[config.mk]
export PLATFORM = sky130hd
export DESIGN_NAME = xml_quoted_string_entity_decoder_flat
export DESIGN_NICKNAME = d
export VERILOG_FILES = /design/src/xqsed_pkg.sv /design/src/xqsed_if.sv /design/src/xqsed_ram.sv /design/src/xqsed_alu.sv /design/src/xml_quoted_string_entity_decoder.sv /design/src/flat_wrapper.sv
export SDC_FILE = /design/constraint.sdc
export NUM_CORES = 1
export LEC_CHECK = 0
export BUFFER_PORTS_ARGS = -buffer_cell sky130_fd_sc_hd__buf_4
export CAP_MARGIN = 15
export CORE_ASPECT_RATIO = 0.6
export CORE_MARGIN = 2
export CORE_UTILIZATION = 50
export DETAILED_ROUTE_END_ITERATION = 12
export HOLD_SLACK_MARGIN = 0.1
export PLACE_DENSITY = 0.66
export SLEW_MARGIN = 10
export SYNTH_ARGS = -nofsm -noshare
export SYNTH_HDL_FRONTEND = slang
export SYNTH_SLANG_ARGS = --single-unit
export TNS_END_PERCENT = 5
[constraint.sdc]
create_clock -name clk -period 8.35 [get_ports clk]
set_input_delay 1.67 -clock clk [delete_from_list [all_inputs] [get_ports clk]]
set_output_delay 1.67 -clock clk [all_outputs]
set_load 0.05 [all_outputs]
[src/xqsed_pkg.sv]
`default_nettype none

package xqsed_pkg;

	localparam int unsigned BUFFER_DEPTH_DEF = 16;
	localparam int unsigned ACC_WIDTH_DEF    = 32;
	localparam int unsigned CHAR_W           = 16;
	localparam int unsigned QUOTE_W          = 6;
	localparam int unsigned DFA_W            = 5;
	localparam int unsigned CLS_W            = 5;
	localparam int unsigned DIGIT_W          = 4;

	typedef logic [CHAR_W-1:0]  char_t;
	typedef logic [QUOTE_W-1:0] quote_t;
	typedef logic [DFA_W-1:0]   dfa_t;
	typedef logic [CLS_W-1:0]   cls_t;
	typedef logic [DIGIT_W-1:0] digit_t;

	localparam quote_t QUOTE_RESET = 6'd34;

	// character codes
	localparam char_t CH_DQUOTE = 16'h0022;
	localparam char_t CH_HASH   = 16'h0023;
	localparam char_t CH_AMP    = 16'h0026;
	localparam char_t CH_APOS   = 16'h0027;
	localparam char_t CH_0      = 16'h0030;
	localparam char_t CH_9      = 16'h0039;
	localparam char_t CH_SEMI   = 16'h003B;
	localparam char_t CH_LT     = 16'h003C;
	localparam char_t CH_GT     = 16'h003E;
	localparam char_t CH_UA     = 16'h0041;
	localparam char_t CH_UF     = 16'h0046;
	localparam char_t CH_LA     = 16'h0061;
	localparam char_t CH_LB     = 16'h0062;
	localparam char_t CH_LF     = 16'h0066;
	localparam char_t CH_LG     = 16'h0067;
	localparam char_t CH_LL     = 16'h006C;
	localparam char_t CH_LM     = 16'h006D;
	localparam char_t CH_LO     = 16'h006F;
	localparam char_t CH_LP     = 16'h0070;
	localparam char_t CH_LQ     = 16'h0071;
	localparam char_t CH_LS     = 16'h0073;
	localparam char_t CH_LT_T   = 16'h0074;
	localparam char_t CH_LU     = 16'h0075;
	localparam char_t CH_LX     = 16'h0078;

	// character classes
	localparam cls_t CL_QUOTE  = 5'd1;
	localparam cls_t CL_AMP    = 5'd2;
	localparam cls_t CL_HASH   = 5'd3;
	localparam cls_t CL_X      = 5'd4;
	localparam cls_t CL_SEMI   = 5'd5;
	localparam cls_t CL_OTHER  = 5'd6;
	localparam cls_t CL_A      = 5'd7;
	localparam cls_t CL_M      = 5'd8;
	localparam cls_t CL_P      = 5'd9;
	localparam cls_t CL_Q      = 5'd10;
	localparam cls_t CL_U      = 5'd11;
	localparam cls_t CL_O      = 5'd12;
	localparam cls_t CL_T      = 5'd13;
	localparam cls_t CL_S      = 5'd14;
	localparam cls_t CL_L      = 5'd15;
	localparam cls_t CL_G      = 5'd16;
	localparam cls_t CL_HEXLET = 5'd17;
	localparam cls_t CL_DIGIT  = 5'd18;

	// parser states
	localparam dfa_t DS_ERROR   = 5'd0;
	localparam dfa_t DS_START   = 5'd1;
	localparam dfa_t DS_TEXT    = 5'd2;
	localparam dfa_t DS_CLOSED  = 5'd3;
	localparam dfa_t DS_AMP     = 5'd4;
	localparam dfa_t DS_L       = 5'd5;
	localparam dfa_t DS_G       = 5'd6;
	localparam dfa_t DS_Q       = 5'd7;
	localparam dfa_t DS_A       = 5'd8;
	localparam dfa_t DS_AM      = 5'd9;
	localparam dfa_t DS_AP      = 5'd10;
	localparam dfa_t DS_LT      = 5'd11;
	localparam dfa_t DS_GT      = 5'd12;
	localparam dfa_t DS_QU      = 5'd13;
	localparam dfa_t DS_HASH    = 5'd14;
	localparam dfa_t DS_AMP_END = 5'd15;
	localparam dfa_t DS_APO     = 5'd16;
	localparam dfa_t DS_APOS    = 5'd17;
	localparam dfa_t DS_QUO     = 5'd18;
	localparam dfa_t DS_QUOT    = 5'd19;
	localparam dfa_t DS_DEC     = 5'd20;
	localparam dfa_t DS_HEX_X   = 5'd21;
	localparam dfa_t DS_HEX     = 5'd22;

	typedef enum logic [1:0] {
		ALU_MAC10,
		ALU_MAC16,
		ALU_LT
	} alu_op_t;

	typedef struct packed {
		alu_op_t op;
		digit_t  digit;
	} alu_ctl_t;

	function automatic cls_t classify(input char_t c, input quote_t q);
		cls_t cl;
		if (c == CH_DQUOTE || c == CH_APOS) begin
			cl = (c == {{(CHAR_W-QUOTE_W){1'b0}}, q}) ? CL_QUOTE : CL_OTHER;
		end else begin
			unique case (c) inside
				[CH_0:CH_9]:   cl = CL_DIGIT;
				[CH_UA:CH_UF]: cl = CL_HEXLET;
				[CH_LB:CH_LF]: cl = CL_HEXLET;
				CH_AMP:        cl = CL_AMP;
				CH_HASH:       cl = CL_HASH;
				CH_LX:         cl = CL_X;
				CH_SEMI:       cl = CL_SEMI;
				CH_LA:         cl = CL_A;
				CH_LM:         cl = CL_M;
				CH_LP:         cl = CL_P;
				CH_LQ:         cl = CL_Q;
				CH_LU:         cl = CL_U;
				CH_LO:         cl = CL_O;
				CH_LT_T:       cl = CL_T;
				CH_LS:         cl = CL_S;
				CH_LL:         cl = CL_L;
				CH_LG:         cl = CL_G;
				default:       cl = CL_OTHER;
			endcase
		end
		return cl;
	endfunction

	// transition table: any live state other than start and closed falls back
	// to text, returns to closed on the quote and opens an entity on '&'
	function automatic dfa_t leap_next(input dfa_t st, input cls_t cl);
		dfa_t nx;
		if (st == DS_START) begin
			nx = (cl == CL_QUOTE) ? DS_TEXT : DS_ERROR;
		end else if (st == DS_ERROR || st == DS_CLOSED || st > DS_HEX) begin
			nx = DS_ERROR;
		end else if (cl == CL_QUOTE) begin
			nx = DS_CLOSED;
		end else if (cl == CL_AMP) begin
			nx = DS_AMP;
		end else begin
			nx = DS_TEXT;
			unique case (st)
				DS_AMP: begin
					unique case (cl)
						CL_HASH: nx = DS_HASH;
						CL_A:    nx = DS_A;
						CL_Q:    nx = DS_Q;
						CL_L:    nx = DS_L;
						CL_G:    nx = DS_G;
						default: nx = DS_TEXT;
					endcase
				end
				DS_L:     if (cl == CL_T) nx = DS_LT;
				DS_G:     if (cl == CL_T) nx = DS_GT;
				DS_Q:     if (cl == CL_U) nx = DS_QU;
				DS_A: begin
					if (cl == CL_M) nx = DS_AM;
					else if (cl == CL_P) nx = DS_AP;
				end
				DS_AM:    if (cl == CL_P) nx = DS_AMP_END;
				DS_AP:    if (cl == CL_O) nx = DS_APO;
				DS_QU:    if (cl == CL_O) nx = DS_QUO;
				DS_HASH: begin
					if (cl == CL_X) nx = DS_HEX_X;
					else if (cl == CL_DIGIT) nx = DS_DEC;
				end
				DS_APO:   if (cl == CL_S) nx = DS_APOS;
				DS_QUO:   if (cl == CL_T) nx = DS_QUOT;
				DS_DEC:   if (cl == CL_DIGIT) nx = DS_DEC;
				DS_HEX_X, DS_HEX: begin
					if (cl == CL_A || cl == CL_HEXLET || cl == CL_DIGIT) nx = DS_HEX;
				end
				default:  nx = DS_TEXT;
			endcase
		end
		return nx;
	endfunction

	function automatic digit_t hex_value(input char_t c);
		digit_t v;
		if (c >= CH_0 && c <= CH_9) begin
			v = c[DIGIT_W-1:0];
		end else if ((c >= CH_LA && c <= CH_LF) || (c >= CH_UA && c <= CH_UF)) begin
			v = c[DIGIT_W-1:0] + 4'd9;
		end else begin
			v = '0;
		end
		return v;
	endfunction

endpackage

`default_nettype wire

[src/xqsed_if.sv]
`default_nettype none

interface xqsed_in_if;
	logic                      valid;
	logic                      ready;
	logic [xqsed_pkg::CHAR_W-1:0] in_char;
	logic                      start_string;

	modport source (output valid, output in_char, output start_string, input ready);
	modport sink   (input valid, input in_char, input start_string, output ready);
endinterface

interface xqsed_out_if;
	logic                      valid;
	logic                      ready;
	logic [xqsed_pkg::CHAR_W-1:0] out_char;
	logic                      has_char;
	logic                      last_of_run;
	logic                      string_done;
	logic                      syntax_error;
	logic                      wide_entity;
	logic                      buffer_overflow;

	modport source (
		output valid, output out_char, output has_char, output last_of_run,
		output string_done, output syntax_error, output wide_entity,
		output buffer_overflow, input ready
	);
	modport sink (
		input valid, input out_char, input has_char, input last_of_run,
		input string_done, input syntax_error, input wide_entity,
		input buffer_overflow, output ready
	);
endinterface

`default_nettype wire

[src/xqsed_ram.sv]
`default_nettype none

module xqsed_ram #(
	parameter int unsigned WIDTH = xqsed_pkg::CHAR_W,
	parameter int unsigned DEPTH = xqsed_pkg::BUFFER_DEPTH_DEF
) (
	input  wire logic                     clk,
	input  wire logic                     wr_en,
	input  wire logic [$clog2(DEPTH)-1:0] wr_addr,
	input  wire logic [WIDTH-1:0]         wr_data,
	input  wire logic                     rd_en,
	input  wire logic [$clog2(DEPTH)-1:0] rd_addr,
	output      logic [WIDTH-1:0]         rd_data
);

	logic [WIDTH-1:0] mem_q [DEPTH];
	logic [WIDTH-1:0] rd_data_q;

	always_ff @(posedge clk) begin
		if (wr_en) begin
			mem_q[wr_addr] <= wr_data;
		end
		if (rd_en) begin
			rd_data_q <= mem_q[rd_addr];
		end
	end

	assign rd_data = rd_data_q;

endmodule

`default_nettype wire

[src/xqsed_alu.sv]
`default_nettype none

module xqsed_alu #(
	parameter int unsigned WIDTH = xqsed_pkg::ACC_WIDTH_DEF
) (
	input  wire xqsed_pkg::alu_ctl_t ctl,
	input  wire logic [WIDTH-1:0]    a,
	input  wire logic [WIDTH-1:0]    b,
	output      logic [WIDTH-1:0]    res,
	output      logic                lt
);

	// multiply-accumulate wraps modulo 2^WIDTH
	always_comb begin
		res = a;
		lt  = 1'b0;
		unique case (ctl.op)
			xqsed_pkg::ALU_MAC10: res = (a << 3) + (a << 1) + WIDTH'(ctl.digit);
			xqsed_pkg::ALU_MAC16: res = (a << 4) + WIDTH'(ctl.digit);
			xqsed_pkg::ALU_LT:    lt  = (a < b);
			default:              res = a;
		endcase
	end

endmodule

`default_nettype wire

[src/xml_quoted_string_entity_decoder.sv]
`default_nettype none

// Decoder for the characters of one quoted XML string, opening quote first.
// enc carries one 16-bit code unit per item plus start_string, which resets
// the parse before that code unit. dec carries decoded characters; every
// input item yields at least one result and its final result has
// last_of_run set (an item with nothing to show gives has_char low).
// cfg_wr_en/cfg_wr_data set the delimiting quote and may be written only
// while the block is idle.
// Sequencing: plain text and named or numeric entity ends pass through the
// result state, a numeric digit makes one pass through the shared
// multiply-accumulate unit and one through its compare, and buffered entity
// characters are flushed from the buffer RAM through a read state and an
// emit state for each character, as its read port is registered. enc.ready is
// high only when the sequencer is idle.
// Results sit in an output register: a stalled receiver holds the current
// result and the sequencer waits before producing the next one, but a new
// input item is still taken once the previous one has handed over its last
// result. Reset returns the parse to its start state, clears the parse flags
// and sets the quote to the double quote; the buffer RAM needs no clearing.
module xml_quoted_string_entity_decoder #(
	parameter int unsigned BUFFER_DEPTH = xqsed_pkg::BUFFER_DEPTH_DEF,
	parameter int unsigned ACC_WIDTH    = xqsed_pkg::ACC_WIDTH_DEF
) (
	input  wire logic                          clk,
	input  wire logic                          arst_n,
	input  wire logic                          cfg_wr_en,
	input  wire logic [xqsed_pkg::QUOTE_W-1:0] cfg_wr_data,
	xqsed_in_if.sink                           enc,
	xqsed_out_if.source                        dec
);

	localparam int unsigned AW    = $clog2(BUFFER_DEPTH);
	localparam int unsigned CNT_W = $clog2(BUFFER_DEPTH + 1);
	localparam logic [CNT_W-1:0] DEPTH_CNT = CNT_W'(BUFFER_DEPTH);
	localparam logic [CNT_W-1:0] CNT_ONE   = CNT_W'(1);

	typedef enum logic [5:0] {
		S_IDLE   = 6'b000001,
		S_MAC    = 6'b000010,
		S_CMP    = 6'b000100,
		S_RD     = 6'b001000,
		S_EMIT   = 6'b010000,
		S_RESULT = 6'b100000
	} fsm_t;

	typedef enum logic [2:0] {
		ACT_NONE,
		ACT_ECHO,
		ACT_ENTITY,
		ACT_PUSH,
		ACT_PUSH_FLUSH,
		ACT_FLUSH,
		ACT_AMP,
		ACT_NUM
	} act_t;

	fsm_t                    fsm_q;
	xqsed_pkg::dfa_t         state_q;
	logic [CNT_W-1:0]        count_q;
	logic [ACC_WIDTH-1:0]    acc_q;
	logic [ACC_WIDTH-1:0]    prv_q;
	logic                    big_q;
	logic                    nc_q;
	logic                    ovf_q;
	xqsed_pkg::quote_t       quote_q;
	logic                    out_vld_q;

	xqsed_pkg::char_t        c_q;
	xqsed_pkg::char_t        res_char_q;
	logic                    res_has_q;
	logic                    base16_q;
	xqsed_pkg::digit_t       digit_q;
	logic [CNT_W-1:0]        flush_n_q;
	logic [CNT_W-1:0]        idx_q;
	logic                    push0_q;
	xqsed_pkg::char_t        out_char_q;
	logic                    out_has_q;
	logic                    out_last_q;
	logic                    out_done_q;
	logic                    out_err_q;
	logic                    out_wide_q;
	logic                    out_ovf_q;

	logic                    start;
	xqsed_pkg::dfa_t         st_e;
	xqsed_pkg::dfa_t         nxt;
	xqsed_pkg::cls_t         cls;
	logic [CNT_W-1:0]        cnt_e;
	logic [ACC_WIDTH-1:0]    acc_e;
	logic                    big_e;
	logic                    fits;
	logic                    named_end;
	act_t                    act;
	xqsed_pkg::char_t        ent_char;
	logic                    ent_wide;

	logic [CNT_W-1:0]        cnt_nx;
	logic [ACC_WIDTH-1:0]    acc_nx;
	logic [ACC_WIDTH-1:0]    prv_nx;
	logic                    nc_nx;
	logic                    ovf_nx;
	fsm_t                    fsm_nx;

	logic                    accept;
	logic                    out_free;
	logic                    load;
	logic [CNT_W-1:0]        idx_nx;
	logic                    emit_last;

	logic                    wr_en;
	logic [AW-1:0]           wr_addr;
	xqsed_pkg::char_t        wr_data;
	xqsed_pkg::char_t        rd_data;

	xqsed_pkg::alu_ctl_t     alu_ctl;
	logic [ACC_WIDTH-1:0]    alu_res;
	logic                    alu_lt;

	// decide the action for the offered item, with start_string already applied
	always_comb begin
		start = enc.start_string;
		st_e  = start ? xqsed_pkg::DS_START : state_q;
		cnt_e = start ? '0 : count_q;
		acc_e = start ? '0 : acc_q;
		big_e = start ? 1'b0 : big_q;
		cls   = xqsed_pkg::classify(enc.in_char, quote_q);
		nxt   = xqsed_pkg::leap_next(st_e, cls);
		fits  = (cnt_e < DEPTH_CNT);

		named_end = (st_e == xqsed_pkg::DS_LT) || (st_e == xqsed_pkg::DS_GT) ||
		            (st_e == xqsed_pkg::DS_AMP_END) || (st_e == xqsed_pkg::DS_APOS) ||
		            (st_e == xqsed_pkg::DS_QUOT) || (st_e == xqsed_pkg::DS_DEC) ||
		            (st_e == xqsed_pkg::DS_HEX);

		if (nxt == xqsed_pkg::DS_ERROR) begin
			act = ACT_NONE;
		end else if (nxt == xqsed_pkg::DS_TEXT) begin
			if (st_e == xqsed_pkg::DS_TEXT) begin
				act = ACT_ECHO;
			end else if (st_e == xqsed_pkg::DS_START) begin
				act = ACT_NONE;
			end else if (enc.in_char == xqsed_pkg::CH_SEMI && named_end) begin
				act = ACT_ENTITY;
			end else begin
				act = ACT_PUSH_FLUSH;
			end
		end else if (nxt == xqsed_pkg::DS_CLOSED) begin
			act = (st_e != xqsed_pkg::DS_START && st_e != xqsed_pkg::DS_TEXT) ?
			      ACT_FLUSH : ACT_NONE;
		end else if (nxt == xqsed_pkg::DS_AMP) begin
			act = ACT_AMP;
		end else if (nxt == xqsed_pkg::DS_DEC || nxt == xqsed_pkg::DS_HEX) begin
			act = ACT_NUM;
		end else begin
			act = ACT_PUSH;
		end

		unique case (st_e)
			xqsed_pkg::DS_LT:      ent_char = xqsed_pkg::CH_LT;
			xqsed_pkg::DS_GT:      ent_char = xqsed_pkg::CH_GT;
			xqsed_pkg::DS_AMP_END: ent_char = xqsed_pkg::CH_AMP;
			xqsed_pkg::DS_APOS:    ent_char = xqsed_pkg::CH_APOS;
			xqsed_pkg::DS_QUOT:    ent_char = xqsed_pkg::CH_DQUOTE;
			default:               ent_char = acc_e[xqsed_pkg::CHAR_W-1:0];
		endcase
		ent_wide = (st_e == xqsed_pkg::DS_DEC || st_e == xqsed_pkg::DS_HEX) &&
		           ((|acc_e[ACC_WIDTH-1:8]) || big_e);
	end

	// register values taken when an item is accepted
	always_comb begin
		cnt_nx = cnt_e;
		acc_nx = acc_e;
		prv_nx = start ? '0 : prv_q;
		nc_nx  = start ? 1'b0 : nc_q;
		ovf_nx = start ? 1'b0 : ovf_q;
		fsm_nx = S_RESULT;
		case (act)
			ACT_ENTITY: begin
				cnt_nx = '0;
				if (ent_wide) nc_nx = 1'b1;
			end
			ACT_PUSH: begin
				if (fits) cnt_nx = cnt_e + 1'b1;
				else ovf_nx = 1'b1;
			end
			ACT_PUSH_FLUSH: begin
				if (fits) cnt_nx = cnt_e + 1'b1;
				else ovf_nx = 1'b1;
				fsm_nx = S_RD;
			end
			ACT_FLUSH: begin
				if (cnt_e != '0) fsm_nx = S_RD;
			end
			ACT_AMP: begin
				if (st_e == xqsed_pkg::DS_TEXT || cnt_e == '0) cnt_nx = CNT_ONE;
				else fsm_nx = S_RD;
			end
			ACT_NUM: begin
				if (fits) cnt_nx = cnt_e + 1'b1;
				else ovf_nx = 1'b1;
				// first digit of a reference starts a fresh value
				if (st_e == xqsed_pkg::DS_HASH || st_e == xqsed_pkg::DS_HEX_X) begin
					acc_nx = '0;
					prv_nx = '0;
				end
				fsm_nx = S_MAC;
			end
			default: ;
		endcase
	end

	assign accept    = enc.valid && (fsm_q == S_IDLE);
	assign out_free  = !out_vld_q || dec.ready;
	assign load      = ((fsm_q == S_RESULT) || (fsm_q == S_EMIT)) && out_free;
	assign idx_nx    = idx_q + 1'b1;
	assign emit_last = (idx_nx == flush_n_q);

	// buffer writes: the item itself on accept, or the held '&' after a flush
	always_comb begin
		wr_en = 1'b0;
		if (accept) begin
			if ((act == ACT_PUSH || act == ACT_PUSH_FLUSH || act == ACT_NUM) && fits) begin
				wr_en = 1'b1;
			end
			if (act == ACT_AMP && (st_e == xqsed_pkg::DS_TEXT || cnt_e == '0)) begin
				wr_en = 1'b1;
			end
		end else if (fsm_q == S_EMIT && out_free && emit_last && push0_q) begin
			wr_en = 1'b1;
		end
		wr_addr = (accept && act != ACT_AMP) ? cnt_e[AW-1:0] : '0;
		wr_data = accept ? enc.in_char : c_q;
	end

	xqsed_ram #(
		.WIDTH (xqsed_pkg::CHAR_W),
		.DEPTH (BUFFER_DEPTH)
	) u_buf (
		.clk     (clk),
		.wr_en   (wr_en),
		.wr_addr (wr_addr),
		.wr_data (wr_data),
		.rd_en   (fsm_q == S_RD),
		.rd_addr (idx_q[AW-1:0]),
		.rd_data (rd_data)
	);

	always_comb begin
		alu_ctl.op    = (fsm_q == S_CMP) ? xqsed_pkg::ALU_LT :
		                (base16_q ? xqsed_pkg::ALU_MAC16 : xqsed_pkg::ALU_MAC10);
		alu_ctl.digit = digit_q;
	end

	xqsed_alu #(
		.WIDTH (ACC_WIDTH)
	) u_alu (
		.ctl (alu_ctl),
		.a   (acc_q),
		.b   (prv_q),
		.res (alu_res),
		.lt  (alu_lt)
	);

	always_ff @(posedge clk or negedge arst_n) begin
		if (!arst_n) begin
			fsm_q     <= S_IDLE;
			state_q   <= xqsed_pkg::DS_START;
			count_q   <= '0;
			acc_q     <= '0;
			prv_q     <= '0;
			big_q     <= 1'b0;
			nc_q      <= 1'b0;
			ovf_q     <= 1'b0;
			quote_q   <= xqsed_pkg::QUOTE_RESET;
			out_vld_q <= 1'b0;
		end else begin
			if (cfg_wr_en) begin
				quote_q <= cfg_wr_data;
			end
			out_vld_q <= load || (out_vld_q && !dec.ready);

			unique case (fsm_q)
				S_IDLE: begin
					if (enc.valid) begin
						state_q <= nxt;
						count_q <= cnt_nx;
						acc_q   <= acc_nx;
						prv_q   <= prv_nx;
						big_q   <= big_e;
						nc_q    <= nc_nx;
						ovf_q   <= ovf_nx;
						fsm_q   <= fsm_nx;
					end
				end
				S_MAC: begin
					acc_q <= alu_res;
					fsm_q <= S_CMP;
				end
				S_CMP: begin
					if (alu_lt) big_q <= 1'b1;
					else prv_q <= acc_q;
					fsm_q <= S_RESULT;
				end
				S_RD: begin
					fsm_q <= S_EMIT;
				end
				S_EMIT: begin
					if (out_free) begin
						if (emit_last) begin
							count_q <= push0_q ? CNT_ONE : '0;
							fsm_q   <= S_IDLE;
						end else begin
							fsm_q <= S_RD;
						end
					end
				end
				S_RESULT: begin
					if (out_free) fsm_q <= S_IDLE;
				end
				default: fsm_q <= S_IDLE;
			endcase
		end
	end

	always_ff @(posedge clk) begin
		if (accept) begin
			c_q        <= enc.in_char;
			res_char_q <= (act == ACT_ECHO) ? enc.in_char :
			              (act == ACT_ENTITY) ? ent_char : '0;
			res_has_q  <= (act == ACT_ECHO) || (act == ACT_ENTITY);
			base16_q   <= (nxt == xqsed_pkg::DS_HEX);
			digit_q    <= xqsed_pkg::hex_value(enc.in_char);
			idx_q      <= '0;
			push0_q    <= (act == ACT_AMP);
			flush_n_q  <= (act == ACT_PUSH_FLUSH && fits) ? cnt_e + 1'b1 : cnt_e;
		end else if (fsm_q == S_EMIT && out_free) begin
			idx_q <= idx_nx;
		end

		if (load) begin
			out_char_q <= (fsm_q == S_EMIT) ? rd_data : res_char_q;
			out_has_q  <= (fsm_q == S_EMIT) ? 1'b1 : res_has_q;
			out_last_q <= (fsm_q == S_EMIT) ? emit_last : 1'b1;
			out_done_q <= (state_q == xqsed_pkg::DS_CLOSED);
			out_err_q  <= (state_q == xqsed_pkg::DS_ERROR);
			out_wide_q <= nc_q;
			out_ovf_q  <= ovf_q;
		end
	end

	assign enc.ready           = (fsm_q == S_IDLE);
	assign dec.valid           = out_vld_q;
	assign dec.out_char        = out_char_q;
	assign dec.has_char        = out_has_q;
	assign dec.last_of_run     = out_last_q;
	assign dec.string_done     = out_done_q;
	assign dec.syntax_error    = out_err_q;
	assign dec.wide_entity     = out_wide_q;
	assign dec.buffer_overflow = out_ovf_q;

endmodule

`default_nettype wire

[src/flat_wrapper.sv]
// flat-port wrapper written by rule: the top's interface ports become plain ports
module xml_quoted_string_entity_decoder_flat 
#(
	parameter int unsigned BUFFER_DEPTH = xqsed_pkg::BUFFER_DEPTH_DEF,
	parameter int unsigned ACC_WIDTH    = xqsed_pkg::ACC_WIDTH_DEF
)
  (clk, arst_n, cfg_wr_en, cfg_wr_data, enc_valid, enc_in_char, enc_start_string, enc_ready, dec_valid, dec_out_char, dec_has_char, dec_last_of_run, dec_string_done, dec_syntax_error, dec_wide_entity, dec_buffer_overflow, dec_ready);
  xqsed_in_if enc_i ();
  xqsed_out_if dec_i ();
  input  wire logic clk;
  input  wire logic arst_n;
  input  wire logic cfg_wr_en;
  input  wire logic [xqsed_pkg::QUOTE_W-1:0] cfg_wr_data;
  input wire logic [$bits(enc_i.valid)-1:0] enc_valid;
  input wire logic [$bits(enc_i.in_char)-1:0] enc_in_char;
  input wire logic [$bits(enc_i.start_string)-1:0] enc_start_string;
  output wire logic [$bits(enc_i.ready)-1:0] enc_ready;
  output wire logic [$bits(dec_i.valid)-1:0] dec_valid;
  output wire logic [$bits(dec_i.out_char)-1:0] dec_out_char;
  output wire logic [$bits(dec_i.has_char)-1:0] dec_has_char;
  output wire logic [$bits(dec_i.last_of_run)-1:0] dec_last_of_run;
  output wire logic [$bits(dec_i.string_done)-1:0] dec_string_done;
  output wire logic [$bits(dec_i.syntax_error)-1:0] dec_syntax_error;
  output wire logic [$bits(dec_i.wide_entity)-1:0] dec_wide_entity;
  output wire logic [$bits(dec_i.buffer_overflow)-1:0] dec_buffer_overflow;
  input wire logic [$bits(dec_i.ready)-1:0] dec_ready;
  assign enc_i.valid = enc_valid;
  assign enc_i.in_char = enc_in_char;
  assign enc_i.start_string = enc_start_string;
  assign enc_ready = enc_i.ready;
  assign dec_valid = dec_i.valid;
  assign dec_out_char = dec_i.out_char;
  assign dec_has_char = dec_i.has_char;
  assign dec_last_of_run = dec_i.last_of_run;
  assign dec_string_done = dec_i.string_done;
  assign dec_syntax_error = dec_i.syntax_error;
  assign dec_wide_entity = dec_i.wide_entity;
  assign dec_buffer_overflow = dec_i.buffer_overflow;
  assign dec_i.ready = dec_ready;
  xml_quoted_string_entity_decoder #(.BUFFER_DEPTH(BUFFER_DEPTH), .ACC_WIDTH(ACC_WIDTH)) u_core (.clk(clk), .arst_n(arst_n), .cfg_wr_en(cfg_wr_en), .cfg_wr_data(cfg_wr_data), .enc(enc_i), .dec(dec_i));
endmodule
==> results of run 1 <==
==> power breakdown <==
group | switching, mW | internal (mW)
registers | 0.0510 | 2.66
clock network | 0.798 | 0.949
logic | 0.649 | 0.160
==> metrics by stage <==
stage	hold WS, ps	utilization [%]	cell area, um^2	total power, mW	std cells
2_1_floorplan	425	-	21500	3.16	1638
3_3_place_gp	438	53.6	22600	3.53	2211
3_5_place_dp	453	53.6	22600	3.55	2211
4_1_cts	478	56.5	23800	5.28	2284
5_1_grt	484	56.5	23800	5.45	2285
6_report	471	56.5	23800	5.26	2285
==> worst max-delay path, stage by stage <==
cell,delay (ps)
buf_4,120
or4_1,650
or2_4,400
nor2_1,400
o31a_1,420
a41o_1,350
a2111oi_0,110
o22a_2,330
o31ai_4,380
nand2_2,150
nor4b_4,380
a21oi_2,110
or4_4,550
nor2_2,820
==> flip-flops by register name, indices dropped and copies added (netlist names), 4 cells and up <==
signal / count
u_core.u_buf.mem_q: 256
u_core.acc_q: 32
u_core.prv_q: 32
u_core.c_q: 16
u_core.dec.out_char: 16
u_core.res_char_q: 16
u_core.u_buf.rd_data: 16
u_core.fsm_q: 6
u_core.quote_q: 6
u_core.count_q: 5
u_core.flush_n_q: 5
u_core.idx_q: 5
u_core.state_q: 5
u_core.digit_q: 4
==> placed cells by master, fill, tap and decap left out, types with 10 or more instances in the layout <==
master     netlist  final
buf_4            1     83
mux4_2          80     80
nand2b_1        20     20
a21oi_1         75     75
o211ai_1        17     17
nor4_1          16     16
nand3_1         31     31
dfrtp_1         86     86
a21o_1          28     28
nor2_2           0     16
a22o_1          46     46
edfxtp_1       322    322
clkbuf_16        0     40
nor3_1          33     32
o21ai_0         69     69
ha_1            98     98
nor2_1         121    105
dfxtp_1         21     19
xnor2_1         24     24
nor2b_1         19     18
clkbuf_1        56     10
mux2_2          27     27
inv_1           52     52
xor2_1          26     26
nand2_1        137    137
a211oi_1        18     18
==> per-layer routing <==
metal / vias to the layer above / share of wire [%]
li1: 6415 / -
met1: 7239 / 49
met2: 605 / 39
met3: 60 / 11
met4: 4 / 1.4
met5: - / 0.069
==> worst max-delay path by stage <==
stage,startpoint,endpoint,cells past startpoint
floorplan,enc_in_char[1],u_core.u_buf.mem_q[12][0]$_DFFE_PP_,18
global placement,enc_in_char[0],u_core.u_buf.mem_q[10][9]$_DFFE_PP_,16
CTS,enc_in_char[12],u_core.u_buf.mem_q[10][9]$_DFFE_PP_,14
detailed placement,enc_in_char[8],u_core.u_buf.mem_q[10][8]$_DFFE_PP_,14
finish,enc_in_char[8],u_core.u_buf.mem_q[10][8]$_DFFE_PP_,14
global route,enc_in_char[1],u_core.u_buf.mem_q[10][9]$_DFFE_PP_,16
==> cell type report <==
class	count	area, um^2	area share, %
sequential	433	12400	51.8
clock inverter	20	146	0.614
multi-input combinational	1072	8710	36.6
inverter	54	203	0.851
clock buffer	53	1080	4.53
tap	570	713	2.99
timing repair buffer	83	623	2.61
==> logic make-up (layout without fill, tap and decap cells) <==
group	Yosys count	in the layout	synth area share [%]
AO/OA/AOI/OAI	353	353	11.6
multiplexers	112	112	10.0
XOR/XNOR	50	50	2.03
adder cells (fa/ha/maj)	100	100	5.88
AND/OR/NAND/NOR	457	457	10.7
buffers and inverters	133	210	2.42
flip-flops	433	433	57.4
==> run_results.csv, run 1 <==
group,metric,value,unit
outcome,status,"finished clean",
synth,ys_async_sr_fraction,20.8,%
routing,wl_per_cell,25.3,um
routing,first_pass_iters,5,
routing,num_vias,14300,
critical_path,rr_worst_depth,16,
worst_hold_path,holdCritStartpoint,"u_core.ovf_q$_DFFE_PN0P_",
sta,fmax,0.148,GHz
routing,wirelength,57900,um
die,die_w,272,um
die,io_pins,52,
global_routing,grt_max_degree,69,
cells_and_area,finalNetCount,1812,
routing,drtAntennaViolNets,0,
worst_hold_path,hold_class,"reg2reg",
cells_and_area,area_growth_syn_to_layout,10.7,%
synth,seq_area_frac_synth,57.4,%
cells_and_area,antenna_cells,0,
sta,fin_crit,6740,ps
cells_and_area,drive_gt1_share,18.2,%
sta,layout_setup_ws,1610,ps
global_routing,use_met3,7.53,%
global_routing,grtUsageTotal,26.4,%
clock_tree,insertion_delay,560,ps
critical_path,path_class,"in2reg",
worst_hold_path,holdPathStages,0,
synth,syn_avg_cell_area,13.1,um^2
run,cap_violations,0,
sta,slew_headroom,19.4,%
critical_path,cp.required,8520,ps
critical_path,cp-end-kind,"flop",
clock_tree,cts_tree,"done",
routing,detail_route.iter0.violations,1634,
worst_hold_path,hold_end,"u_core.dec.buffer_overflow$_DFFE_PP_",
power_and_ir_drop,p_per_area,221,nW/um^2
sta,post-route-period-util,80.7,%
critical_path,cp.arrival,6910,ps
synth,ys_warn_count,0,
die,core_area,42200,um^2
routing,drt-vias-per-instance,6.27,
critical_path,crit_fanout,22,
synth,ys_types,103,
clock_tree,cts_hold_buffers,0,
sta,hold_viol_final,0,
cells_and_area,fill_cells,3378,
sta,fin_setup_tns,0,ps
critical_path,r2r_end,"u_core.acc_q[31]$_DFFE_PN0P_",
place,gp_congestion,0.903,
place,hpwl,40600,um
place,portBuffers,51,
die,start_util,51.1,%
place,dpl_worst_slack,1190,ps
clock_tree,postCtsSetupRepairBufs,0,
global_routing,grt_remaining_overflow,0,
die,num_rows,58,
clock_tree,clockRootBuffer,"clkbuf_16",
clock_tree,cts_resized,0,
global_routing,grt_pass1_vias,13400,
critical_path,start_kind,"input port",
clock_tree,cts.clk_slew.worst_paths,70,ps
die,die_h,165,um
synth,synth_area_leaders,"edfxtp_1 45%, dfrtp_1 10%, mux4_2 8.4%, ha_1 5.7%, nand2_1 2.4%",
die,dieArea,44800,um^2
synth,yosys.area.top_type,"edfxtp_1",
power_and_ir_drop,power.leakage,8.82,nW
critical_path,regToRegSetupSlack,2940,ps
global_routing,grt_pass1_wl,87500,um
global_routing,met2_usage,34.4,%
synth,synthTopCellsByCount,"322 x edfxtp_1, 137 x nand2_1, 121 x nor2_1, 98 x ha_1, 86 x dfrtp_1",
power_and_ir_drop,peakVddDrop,149,uV
synth,synthFlopType,"edfxtp_1",
sta,fin_worst_skew,23.1,ps
synth,ys_seq_elements,433,
sta,setup-violations-final,0,
sta,maxSlewViolCount,0,
synth,netlist_area,21500,um^2
sta,max_slew.worst_pin.slew,1210,ps
synth,yosysMostFrequentCell,"edfxtp_1",
synth,syn_nets,1766,
global_routing,grt_antenna_before_repair,4,
synth,synth_top_area_share,44.9,%
clock_tree,clockBufferDepth,3,
clock_tree,cts_buffers,40,
sta,rsz0062_at_grt,"false",
global_routing,top_usage_layer,"met1",
critical_path,r2r-start,"u_core.acc_q[2]$_DFFE_PN0P_",
clock_tree,cts.sink_count,433,
routing,drc_errors,0,
synth,synthCells,1638,
synth,synth_enable_flop_cells,322,
clock_tree,cts_htree_levels,2,
global_routing,grt_use_met1,43.0,%
(Power assumes the default switching activity.)
==> inputs of run 2 (changes only) <==
clock period = 6.5 ns   (was 8.35 ns; I/O delays follow)
==> run 2 against run 1 <==
Net effect:
- routed wire length fell by 4.1%
- clock power is 37% higher
- non-clock buffer count rose by 29
- register-to-register slack worse by 1700 ps
- sequential power rose by 28%
- utilization rose by 1.2 points
==> run_results.csv, run 2 (same netlist as run 1, synthesis figures left out) <==
group,metric,value,unit
place,portBuffers,51,
critical_path,cp.arrival,6190,ps
die,num_rows,58,
sta,fin_setup_tns,0,ps
critical_path,cp.required,6670,ps
power_and_ir_drop,peakVddDrop,209,uV
clock_tree,cts.clk_slew.worst_paths,60,ps
clock_tree,clockRootBuffer,"clkbuf_16",
worst_hold_path,hold_end,"u_core.dec.buffer_overflow$_DFFE_PP_",
power_and_ir_drop,p_per_area,281,nW/um^2
critical_path,worstPathCellList,"buf_4, inv_1, ha_1, nor2b_1, o21ai_0, nor2_1, a221oi_1, o2111a_1, o311a_1, nor2_1, nor4_2, or2_2, nor4b_4, a21oi_2, o21ai_1, a2bb2oi_2, nor2_2",
routing,num_vias,14400,
sta,fin_crit,6020,ps
cells_and_area,finalNetCount,1842,
die,core_area,42200,um^2
global_routing,grt_remaining_overflow,0,
clock_tree,insertion_delay,560,ps
sta,hold_viol_final,0,
cells_and_area,final_common_cell,"edfxtp_1",
routing,drt-vias-per-instance,6.22,
critical_path,path_class,"in2reg",
critical_path,cp-end-kind,"flop",
sta,layout_setup_ws,477,ps
outcome,status,"finished clean",
run,cap_violations,0,
critical_path,regToRegSetupSlack,1210,ps
sta,setup-violations-final,0,
critical_path,r2r-start,"u_core.acc_q[2]$_DFFE_PN0P_",
routing,detail_route.iter0.violations,1739,
global_routing,grtUsageTotal,25.5,%
place,hpwl,38300,um
worst_hold_path,hold_class,"reg2reg",
die,die_w,272,um
cells_and_area,drive_gt1_share,19.9,%
place,gp_congestion,0.949,
sta,rsz0062_at_grt,"false",
die,dieArea,44800,um^2
sta,maxSlewViolCount,0,
critical_path,start_kind,"input port",
worst_hold_path,holdCritStartpoint,"u_core.ovf_q$_DFFE_PN0P_",
power_and_ir_drop,p_total,6.84,mW
die,start_util,51.1,%
place,dpl_worst_slack,-39.2,ps
routing,drtAntennaViolNets,0,
critical_path,worst_path_most_repeated_cell,"nor2_1",
cells_and_area,final_cell_mix,"322 x edfxtp_1, 137 x nand2_1, 106 x nor2_1",
sta,fmax,0.166,GHz
sta,max_slew.worst_pin.slew,1010,ps
critical_path,crit_path_max_incr_delay,820,ps
global_routing,grt_pass1_vias,13900,
routing,wirelength,55500,um
sta,fin_worst_skew,16.8,ps
critical_path,rr_worst_depth,16,
clock_tree,cts_tree,"done",
cells_and_area,fin_area,24300,um^2
place,dpl-instance-area,22900,um^2
global_routing,grt_pass1_wl,86200,um
cells_and_area,antenna_cells,0,
critical_path,crit_fanout,16,
global_routing,grt_max_degree,73,
clock_tree,clockBufferDepth,3,
routing,wl_per_cell,24.0,um
global_routing,grt_antenna_before_repair,0,
routing,first_pass_iters,6,
power_and_ir_drop,power.leakage,9.07,nW
sta,slew_headroom,32.5,%
clock_tree,cts_resized,0,
routing,drc_errors,0,
worst_hold_path,holdPathStages,0,
clock_tree,cts_htree_levels,2,
sta,post-route-period-util,92.7,%
critical_path,r2r_end,"u_core.acc_q[31]$_DFFE_PN0P_",
cells_and_area,largest_reg_flops,256,
clock_tree,cts.sink_count,433,
cells_and_area,largestRegisters,"u_core.u_buf.mem_q x256, u_core.acc_q x32, u_core.prv_q x32",
cells_and_area,top_register,"u_core.u_buf.mem_q",
die,io_pins,52,
critical_path,slowest_stage,"a221oi_1",
clock_tree,cts_buffers,41,
cells_and_area,area_growth_syn_to_layout,13.0,%
die,die_h,165,um
-- run 2: cell type report --
class / instances / area, um^2
Timing Repair Buffer: 112 / 986
Fill cell: 3303 / 17800
Inverter: 54 / 203
Tap cell: 570 / 713
Clock buffer: 63 / 1220
Clock inverter: 13 / 135
Multi-Input combinational cell: 1072 / 8720
Sequential cell: 433 / 12400
-- run 2: worst max path at each step --
stage	start	endpoint	slack, ps	cells past startpoint
final	enc_in_char[1]	u_core.u_buf.mem_q[0][10]$_DFFE_PP_	480	17
after CTS	enc_in_char[0]	u_core.u_buf.mem_q[8][3]$_DFFE_PP_	500	16
after detailed placement	enc_in_char[0]	u_core.u_buf.mem_q[8][11]$_DFFE_PP_	-40	16
after floorplan	enc_in_char[1]	u_core.u_buf.mem_q[4][0]$_DFFE_PP_	0.1	17
after global routing	enc_in_char[0]	u_core.u_buf.mem_q[0][10]$_DFFE_PP_	50	17
after global placement	enc_in_char[0]	u_core.u_buf.mem_q[8][11]$_DFFE_PP_	60	16
-- run 2: report_power, final --
group,switching (mW),internal (mW)
Combinational,0.757,0.212
Clock,1.05,1.35
Sequential,0.0654,3.41
Total,1.87,4.97
-- run 2: layer usage --
layer / track usage, % / part of all wire, % / vias up
met5: 0 / 0 / -
met4: 4.45 / 1.4 / 0
met1: 40.9 / 49 / 7263
li1: - / - / 6468
met3: 5.77 / 9.2 / 62
met2: 35.4 / 41 / 618
-- run 2: through the flow --
| step | utilization (%) | std cells | hold slack [ps] |
|---|---|---|---|
| global placement | 54.4 | 2239 | 460 |
| global route | 57.7 | 2317 | 486 |
| finish | 57.7 | 2317 | 487 |
| CTS | 57.6 | 2315 | 478 |
| floorplan | - | 1638 | 425 |
| detailed placement | 54.4 | 2239 | 445 |
-- run 2: repair_timing --
item	CTS	global route
endpoints found under the setup margin	0	16
setup buffers	0	1
hold buffers	0	0
hold endpoints to repair	0	0
-- run 2: worst max-delay path: cells and delay by family --
family,cells,cell delay [ps]
buffers and inverters,2,280
adders and majority gates,1,280
and+or+nand+nor,7,2090
AOI/OAI and AO/OA,7,2220
==> inputs of run 3 (changes only) <==
CORE_MARGIN = unset   (was 2)
PLACE_DENSITY = 0.77   (was 0.66)
==> run 3 against run 2 <==
Net effect:
- via count up 3.1%
- clock-buffer cell count down 3
- clock skew up 3.9 ps
- fmax up 0.82%
- sequential power about the same
- register-to-register slack better by 30 ps
- hold slack worse by 27 ps
- critical path type unchanged
- setup slack better by 49 ps
==> run_results.csv, run 3 (same netlist as run 1, synthesis figures left out) <==
group,metric,value,unit
sta,setup-violations-final,0,
critical_path,r2r_end,"u_core.acc_q[31]$_DFFE_PN0P_",
routing,first_pass_iters,8,
global_routing,grt_max_degree,67,
routing,wl_per_cell,25.2,um
cells_and_area,largestRegisters,"u_core.u_buf.mem_q x256, u_core.acc_q x32, u_core.prv_q x32",
cells_and_area,final_common_cell,"edfxtp_1",
critical_path,r2r-start,"u_core.acc_q[2]$_DFFE_PN0P_",
sta,hold_slack,460,ps
sta,rsz0062_at_grt,"false",
outcome,status,"finished clean",
clock_tree,cts.sink_count,433,
global_routing,grt_antenna_before_repair,2,
clock_tree,clockRootBuffer,"clkbuf_16",
sta,maxSlewViolCount,0,
sta,slew_headroom,16.5,%
global_routing,grt_pass1_wl,88600,um
power_and_ir_drop,power.leakage,9.06,nW
critical_path,cp-end-kind,"flop",
run,cap_violations,0,
die,start_util,51.1,%
power_and_ir_drop,p_sw_share,28.2,%
cells_and_area,drive_gt1_share,19.7,%
global_routing,grtUsageTotal,26.9,%
place,hpwl,40600,um
power_and_ir_drop,pwr-share-seq,50.8,%
power_and_ir_drop,p_comb_share,15.3,%
power_and_ir_drop,p_per_area,281,nW/um^2
critical_path,worstSetupEndpoint,"u_core.u_buf.mem_q[0][11]$_DFFE_PP_",
die,die_h,163,um
cells_and_area,largest_reg_flops,256,
worst_hold_path,holdCritStartpoint,"u_core.nc_q$_DFFE_PN0P_",
clock_tree,clockBufferDepth,3,
clock_tree,cts_hold_buffers,0,
critical_path,crit_fanout,19,
power_and_ir_drop,switching_power,1.93,mW
critical_path,cp.required,6670,ps
cells_and_area,finalNetCount,1849,
die,dieArea,43900,um^2
power_and_ir_drop,p_clk_share,33.8,%
critical_path,start_kind,"input port",
critical_path,crit_start,"enc_in_char[8]",
cells_and_area,final_cell_mix,"322 x edfxtp_1, 137 x nand2_1, 107 x buf_4",
sta,fmax,0.167,GHz
clock_tree,cts_htree_levels,2,
sta,fin_crit,5970,ps
cells_and_area,fin_area,24300,um^2
routing,num_vias,14900,
clock_tree,cts_tree,"done",
routing,detail_route.iter0.violations,1785,
routing,drt-vias-per-instance,6.40,
global_routing,grt_remaining_overflow,0,
clock_tree,cts_resized,0,
clock_tree,insertion_delay,560,ps
place,dpl-instance-area,23000,um^2
critical_path,path_class,"in2reg",
routing,wirelength,58400,um
clock_tree,postCtsSetupRepairBufs,0,
power_and_ir_drop,peakVddDrop,194,uV
sta,max_slew.worst_pin.slew,1250,ps
cells_and_area,area_growth_syn_to_layout,12.9,%
die,core_area,42200,um^2
worst_hold_path,hold_class,"reg2reg",
power_and_ir_drop,p_total,6.84,mW
global_routing,grt_pass1_vias,14000,
critical_path,cp.arrival,6140,ps
routing,drtAntennaViolNets,0,
die,io_pins,52,
die,die_w,270,um
sta,post-route-period-util,91.9,%
cells_and_area,antenna_cells,0,
die,num_rows,58,
place,portBuffers,51,
routing,drc_errors,0,
place,gp_congestion,0.923,
critical_path,regToRegSetupSlack,1240,ps
sta,hold_viol_final,0,
sta,fin_worst_skew,20.7,ps
critical_path,rr_worst_depth,16,
clock_tree,cts.clk_slew.worst_paths,70,ps
clock_tree,cts_buffers,40,
cells_and_area,top_register,"u_core.u_buf.mem_q",
power_and_ir_drop,p_int,4.91,mW
worst_hold_path,holdPathStages,0,
run 3: how the worst min path moves through the flow:
stage	end	slack (ps)
after floorplan	u_core.dec.wide_entity$_DFFE_PP_	420
after global placement	u_core.dec.wide_entity$_DFFE_PP_	430
after detailed placement	u_core.dec.wide_entity$_DFFE_PP_	440
after CTS	u_core.dec.wide_entity$_DFFE_PP_	450
after global routing	u_core.dec.wide_entity$_DFFE_PP_	480
final	u_core.dec.wide_entity$_DFFE_PP_	460
run 3: area by class of cell:
type | count | area [um^2]
Clock buffer | 60 | 1130
Multi-Input combinational cell | 1072 | 8720
Sequential cell | 433 | 12400
Fill cell | 3221 | 17900
Tap cell | 570 | 713
Inverter | 54 | 203
Clock inverter | 13 | 134
Timing Repair Buffer | 120 | 1060
run 3: power groups by stage:
stage	Clock (mW)	Combinational [mW]	Sequential (mW)
5_1_grt	2.45	1.11	3.49
6_report	2.31	1.05	3.48
2_1_floorplan	0	0.471	3.59
4_1_cts	2.34	1.03	3.47
3_5_place_dp	0	1.02	3.53
3_3_place_gp	0	0.979	3.53
run 3: metrics by stage:
stage | utilization [%] | std cells | setup WS (ps) | setup TNS, ps
global route | 57.7 | 2322 | 124 | 0
global placement | 54.7 | 2249 | 170 | 0
finish | 57.7 | 2322 | 526 | 0
floorplan | - | 1638 | 0.106 | 0
detailed placement | 54.7 | 2249 | -13.9 | -212
CTS | 57.7 | 2322 | 548 | 0
run 3: metal layers:
metal	GRT usage [%]	share of wire, %	vias to the layer above
met5	0	0	-
met4	6.10	1.7	0
met3	5.17	11	67
met2	36.4	41	823
met1	44.1	46	7470
li1	-	-	6491
run 3: worst max-delay path, stage by stage:
cell       delay, ps
buf_4            120
or4_1            660
or2_4            400
nor3_1           370
nor3_1           130
buf_4            180
a311oi_2         300
mux2_1           360
o211ai_1         120
o31a_1           410
nand2_2          140
nor4b_4          330
a21oi_2           70
o21ai_1          190
a2bb2oi_2        120
buf_4            150
nor2_2           760
